## src/design/yuy2p_pkg.sv

```systemverilog
package yuy2p_pkg;

	// Default sizes of the line buffer and of the frame height
	localparam int MAX_LINE_PAIRS_DEF = 1024;
	localparam int MAX_ROW_PAIRS_DEF  = 1024;

	localparam int SAMPLE_W   = 8;
	localparam int CHROMA_W   = 2 * SAMPLE_W;  // V in the upper byte, U in the lower
	localparam int CFG_IDX_W  = 2;
	localparam int CFG_DATA_W = 11;

	// Register reset values
	localparam int LINE_PAIRS_RST    = 360;
	localparam int ROW_PAIRS_RST     = 240;
	localparam bit CHROMA_FORMAT_RST = 1'b0;

	// Register indexes
	localparam logic [CFG_IDX_W-1:0] CFG_LINE_PAIRS    = 2'd0;
	localparam logic [CFG_IDX_W-1:0] CFG_ROW_PAIRS     = 2'd1;
	localparam logic [CFG_IDX_W-1:0] CFG_CHROMA_FORMAT = 2'd2;

	// Chroma format codes
	localparam logic FMT_420 = 1'b0;
	localparam logic FMT_422 = 1'b1;

	typedef struct packed {
		logic [SAMPLE_W-1:0] luma_first;
		logic [SAMPLE_W-1:0] luma_second;
		logic [SAMPLE_W-1:0] chroma_u;
		logic [SAMPLE_W-1:0] chroma_v;
	} pix_in_t;

	typedef struct packed {
		logic [SAMPLE_W-1:0] out_luma_first;
		logic [SAMPLE_W-1:0] out_chroma_u;
		logic [SAMPLE_W-1:0] out_luma_second;
		logic [SAMPLE_W-1:0] out_chroma_v;
		logic                row_end;
		logic                frame_end;
	} pix_out_t;

	// Where the output chroma comes from
	typedef enum logic [1:0] {
		CH_PASS,  // chroma delivered with the item
		CH_BUF,   // stored line
		CH_AVG    // mean of stored line and delivered chroma
	} chroma_sel_t;

	typedef struct packed {
		chroma_sel_t sel;
		logic        wr_en;
		logic        row_end;
		logic        frame_end;
	} item_ctl_t;

endpackage

```

## src/design/yuy2p_seq.sv

```systemverilog
module yuy2p_seq #(
	parameter int MAX_LINE_PAIRS = yuy2p_pkg::MAX_LINE_PAIRS_DEF,
	parameter int MAX_ROW_PAIRS  = yuy2p_pkg::MAX_ROW_PAIRS_DEF,
	localparam int COL_W = (MAX_LINE_PAIRS > 1) ? $clog2(MAX_LINE_PAIRS) : 1
) (
	input  logic                                  clk,
	input  logic                                  arst_n,
	input  logic                                  accept,
	input  logic                                  cfg_valid,
	output logic                                  cfg_ready,
	input  logic [yuy2p_pkg::CFG_IDX_W-1:0]       cfg_index,
	input  logic [yuy2p_pkg::CFG_DATA_W-1:0]      cfg_data,
	output logic [COL_W-1:0]                      col,
	output yuy2p_pkg::item_ctl_t                  ctl
);

	localparam int LP_W = $clog2(MAX_LINE_PAIRS + 1);
	localparam int RP_W = $clog2(MAX_ROW_PAIRS + 1);
	localparam int ROW_W = $clog2(2 * MAX_ROW_PAIRS);
	localparam int LP_RST = (yuy2p_pkg::LINE_PAIRS_RST > MAX_LINE_PAIRS) ?
		MAX_LINE_PAIRS : yuy2p_pkg::LINE_PAIRS_RST;
	localparam int RP_RST = (yuy2p_pkg::ROW_PAIRS_RST > MAX_ROW_PAIRS) ?
		MAX_ROW_PAIRS : yuy2p_pkg::ROW_PAIRS_RST;

	logic [LP_W-1:0]  lp_q, lp_new;
	logic [RP_W-1:0]  rp_q, rp_new;
	logic             fmt_q;
	logic [COL_W-1:0] col_q;
	logic [ROW_W-1:0] row_q;
	logic [RP_W:0]    rows;
	logic             last_pair;

	assign cfg_ready = 1'b1;

	// sizes are kept already clamped to their legal range
	always_comb begin
		if (cfg_data == '0) begin
			lp_new = LP_W'(1);
		end else if (32'(cfg_data) > 32'(MAX_LINE_PAIRS)) begin
			lp_new = LP_W'(MAX_LINE_PAIRS);
		end else begin
			lp_new = LP_W'(cfg_data);
		end
		if (cfg_data == '0) begin
			rp_new = RP_W'(1);
		end else if (32'(cfg_data) > 32'(MAX_ROW_PAIRS)) begin
			rp_new = RP_W'(MAX_ROW_PAIRS);
		end else begin
			rp_new = RP_W'(cfg_data);
		end
	end

	always_ff @(posedge clk or negedge arst_n) begin
		if (!arst_n) begin
			lp_q  <= LP_W'(LP_RST);
			rp_q  <= RP_W'(RP_RST);
			fmt_q <= yuy2p_pkg::CHROMA_FORMAT_RST;
		end else if (cfg_valid) begin
			case (cfg_index)
				yuy2p_pkg::CFG_LINE_PAIRS:    lp_q  <= lp_new;
				yuy2p_pkg::CFG_ROW_PAIRS:     rp_q  <= rp_new;
				yuy2p_pkg::CFG_CHROMA_FORMAT: fmt_q <= cfg_data[0];
				default: ;
			endcase
		end
	end

	assign rows      = {rp_q, 1'b0};
	assign last_pair = (32'(row_q) + 32'd2) >= 32'(rows);

	always_comb begin
		ctl.row_end   = (32'(col_q) + 32'd1) >= 32'(lp_q);
		ctl.frame_end = ctl.row_end && ((32'(row_q) + 32'd1) >= 32'(rows));
		if (fmt_q == yuy2p_pkg::FMT_422) begin
			ctl.sel   = yuy2p_pkg::CH_PASS;
			ctl.wr_en = 1'b0;
		end else if (row_q == '0) begin
			ctl.sel   = yuy2p_pkg::CH_PASS;
			ctl.wr_en = 1'b1;
		end else if (!row_q[0] || last_pair) begin
			ctl.sel   = yuy2p_pkg::CH_BUF;
			ctl.wr_en = 1'b0;
		end else begin
			ctl.sel   = yuy2p_pkg::CH_AVG;
			ctl.wr_en = 1'b1;
		end
	end

	assign col = col_q;

	always_ff @(posedge clk or negedge arst_n) begin
		if (!arst_n) begin
			col_q <= '0;
			row_q <= '0;
		end else if (accept) begin
			if (ctl.row_end) begin
				col_q <= '0;
				row_q <= ctl.frame_end ? '0 : row_q + ROW_W'(1);
			end else begin
				col_q <= col_q + COL_W'(1);
			end
		end
	end

`ifndef SYNTHESIS
	a_col_range: assert property (@(posedge clk) disable iff (!arst_n)
		32'(col_q) < 32'(MAX_LINE_PAIRS))
		else $error("column counter past line buffer");
	a_row_range: assert property (@(posedge clk) disable iff (!arst_n)
		32'(row_q) < 32'(2 * MAX_ROW_PAIRS))
		else $error("row counter past maximum height");
	a_frame_wrap: assert property (@(posedge clk) disable iff (!arst_n)
		accept && ctl.frame_end |=> col_q == '0 && row_q == '0)
		else $error("counters did not wrap at frame end");
`endif

endmodule

```

## config.mk

```make
export PLATFORM = sky130hd
export DESIGN_NAME = yuy2p_seq
export DESIGN_NICKNAME = d
export VERILOG_FILES = /design/src/design/yuy2p_pkg.sv /design/src/design/yuy2p_seq.sv
export SDC_FILE = /design/constraint.sdc
export NUM_CORES = 1
export LEC_CHECK = 0
export BUFFER_PORTS_ARGS = -buffer_cell sky130_fd_sc_hd__buf_2
export CORE_MARGIN = 4
export CORE_UTILIZATION = 50
export CTS_CLUSTER_DIAMETER = 120
export CTS_CLUSTER_SIZE = 28
export DETAILED_ROUTE_END_ITERATION = 8
export PLACE_DENSITY = 0.7
export SLEW_MARGIN = 20
export SYNTH_ARGS = -nofsm -noshare
export SYNTH_HDL_FRONTEND = slang
export SYNTH_SLANG_ARGS = --single-unit
```

## constraint.sdc

```tcl
create_clock -name clk -period 5.9 [get_ports clk]
set_input_delay 1.18 -clock clk [delete_from_list [all_inputs] [get_ports clk]]
set_output_delay 1.18 -clock clk [all_outputs]
set_load 0.005 [all_outputs]
```

==> flow_summary_export.csv <==
group,metric,value,unit
sta,setup_viol,0,
synthesis,synth-seq-area-share,0.363,
sta,clock_skew,0.0103,ns
synthesis,synth_ff_type,"dfrtp_1",
floorplanning,die_h,86.3,um
synthesis,synthSimpleGateAreaFrac,0.183,
clock_tree,cts.clk_slew.worst_paths,0.09,ns
drt,routed_wl,6.49,mm
sta,totalNegativeSetupSlack,0,ns
synthesis,synth_top_family_by_area,"simple AND/OR/NAND/NOR gates",
sta,fin_ws,1.34,ns
layout,nFillCells,556,
clock_tree,numCtsBuffers,5,
critical_path,end_kind,"primary output",
drt,drt_iter0_markers,106,
synthesis,syn_nets,389,
status,status,"completed",
floorplanning,floorplan.initialDensity,0.518,
synthesis,synth-compound-area-share,0.162,
drt,viasPerCell,5.60,
grt,antenna_found_initial,0,
pwr,cellPowerDensity,313,nW/um^2
synthesis,syn-mean-instance-area,9.15,sq um
synthesis,yosysMostFrequentCell,"nand2_1",
floorplanning,coreArea,5920,sq um
grt,track_usage,0.198,
floorplanning,io_pins,33,
sta,tightest_slew,0.707,ns
synthesis,post-synth-top-area-fraction,0.294,
synthesis,synthTopCellsByCount,"nand2_1, ha_1, dfrtp_1, o21ai_0, inv_1",
drt,post-route-drc-count,0,
placed_design,dp.cells,428,
sta,slew_headroom,0.527,
sta,drv_slew,0,
placed_design,gp_congestion,0.870,
layout,antennaDiodeCount,0,
critical_path,timing.critical_path.arrival,3.38,ns
floorplanning,rows,28,
clock_tree,ctsHoldBuffers,0,
layout,fin_nets,414,
layout,drive_above_1_share,0.158,
placed_design,hpwlAfterDp,4.96,mm
synthesis,synth.area.top_cells,"dfrtp_1, ha_1, dfstp_2",
grt,grt_first_pass_wirelength,11.7,mm
drt,final_antenna_net_count,0,
pwr,total_power,1.06,mW
grt,grt_pass1_vias,2469,
pwr,leakage,1.68,nW
drt,avgRoutedWirePerCell,14.9,um
clock_tree,clk_path_buf_depth,2,
critical_path,crit_type,"reg2out",
synthesis,synth_edf_count,0,
synthesis,synthAdderAreaFrac,0.151,
placed_design,pre_cts_ws,1.74,ns
critical_path,start_kind,"flip-flop",
sta,finalHoldViolCount,0,
synthesis,muxShareOfSynthArea,0.0180,
clock_tree,cts_root_buffer,"clkbuf_8",
floorplanning,dieArea,7450,sq um
clock_tree,cts_tree,"yes",
floorplanning,die_width,86.3,um
drt,dr.pass1.iters,4,
pwr,vdd_drop_max,138,uV
clock_tree,htree_levels,2,
min_path,hold_class,"reg2reg",
drt,vias,2442,
sta,max_freq,219,MHz
grt,grt_max_degree,45,
layout,synthToLayoutAreaGrowth,10.2,%
clock_tree,cts.sinks,44,
sta,fin_crit,4.56,ns
clock_tree,post-cts-setup-buffers,0,
critical_path,worstPathMaxFanout,9,
synthesis,synth_top_area_cell,"dfrtp_1",
sta,hold-worst-slack,0.483,ns
critical_path,critPathRequiredTime,4.72,ns
synthesis,async_flop_share,1.00,
synthesis,yosysWarnings,0,
synthesis,ys_types,44,
synthesis,synth_area,3060,sq um
clock_tree,clk_latency,0.30,ns
job,max-cap-violations,0,
grt,overflow,0,
clock_tree,cts-resized-gates,0,
layout,final_cells,436,
sta,rsz0062_at_grt,"no",
synthesis,syn_inst,335,
synthesis,ys_ff_latch,44,
placed_design,io_buffers,31,
sta,finalCritPeriodShare,0.774,
synthesis,synth-xor-area-share,0.0715,
-- power by group --
| group | switching [mW] | internal [mW] | total [mW] |
|---|---|---|---|
| Clock | 0.110 | 0.139 | 0.249 |
| Combinational | 0.217 | 0.174 | 0.391 |
| Sequential | 0.0643 | 0.355 | 0.419 |
-- metal layers --
metal	vias to the layer above	global-route usage	share of wire
met2	36	0.315	0.48
met1	1167	0.279	0.48
li1	1229	-	-
met5	-	0	0
met4	0	0.0510	0.013
met3	10	0.0342	0.030
-- kinds of logic after synthesis --
| kind of cell | after synthesis |
|---|---|
| other | 1 |
| buffers and inverters | 39 |
| DFF | 44 |
| AOI/OAI and AO/OA | 77 |
| muxes | 5 |
| and+or+nand+nor | 107 |
| adders and majority gates | 37 |
| xor gates and xnor gates | 25 |
-- sequential cells by signal, indices dropped and copies added (netlist names) --
register and cells:
rp_q 11, lp_q 11, row_q 11, fmt_q 1, col 10
-- stage by stage --
step                cell area (sq um)  utilization
global placement                 3250        0.550
floorplan                        3060            -
CTS                              3380        0.570
detailed placement               3250        0.550
global route                     3380        0.571
finish                           3380        0.571
-- area by class of cell --
| cell class | count | area, sq um | area share |
|---|---|---|---|
| Timing Repair Buffer | 31 | 158 | 0.0467 |
| Tap cell | 75 | 93.8 | 0.0278 |
| Inverter | 26 | 97.6 | 0.0289 |
| Clock inverter | 2 | 38.8 | 0.0115 |
| Clock buffer | 6 | 82.6 | 0.0244 |
| Multi-Input combinational cell | 252 | 1800 | 0.532 |
| Sequential cell | 44 | 1110 | 0.329 |
-- path summary, 6_finish.rpt --
path | startpoint | end | slack (ns) | cells past startpoint
max in group asynchronous | arst_n | rp_q[7]$_DFFE_PN1P_ | 4.63 | 1
max reg2reg | row_q[1]$_DFFE_PN0P_ | row_q[0]$_DFFE_PN0P_ | 2.50 | 13
min in group asynchronous | arst_n | row_q[3]$_DFFE_PN0P_ | 0.85 | 1
min reg2reg | lp_q[6]$_DFFE_PN1P_ | lp_q[6]$_DFFE_PN1P_ | 0.48 | 2
min | lp_q[6]$_DFFE_PN1P_ | lp_q[6]$_DFFE_PN1P_ | 0.48 | 2
max | row_q[1]$_DFFE_PN0P_ | ctl[4] | 1.34 | 12
-- worst max-delay path, cell delays in order, from the launching register on --
cell and delay (ns):
dfrtp_1 0.52, ha_1 0.27, and3_4 0.22, and3_4 0.20, and3_4 0.21, xor2_1 0.15, ha_1 0.27, a21o_1 0.18
a21o_1 0.17, a211oi_1 0.37, o211ai_1 0.20, nor3_1 0.20, buf_2 0.14
-- placed cells by master (no fill, tap or decap), types with 8 or more instances in the layout --
cell and instances:
nand2b_1 13, nand2_1 41, buf_2 30, a21o_1 8, a22o_1 10, nand4_1 8, nor2_1 11, a21oi_1 14
inv_1 25, o21ai_0 26, dfstp_2 8, dfrtp_1 36, nand3_1 8, ha_1 37, xor2_1 8, xnor2_1 17
Power figures use the tool's default switching activity.
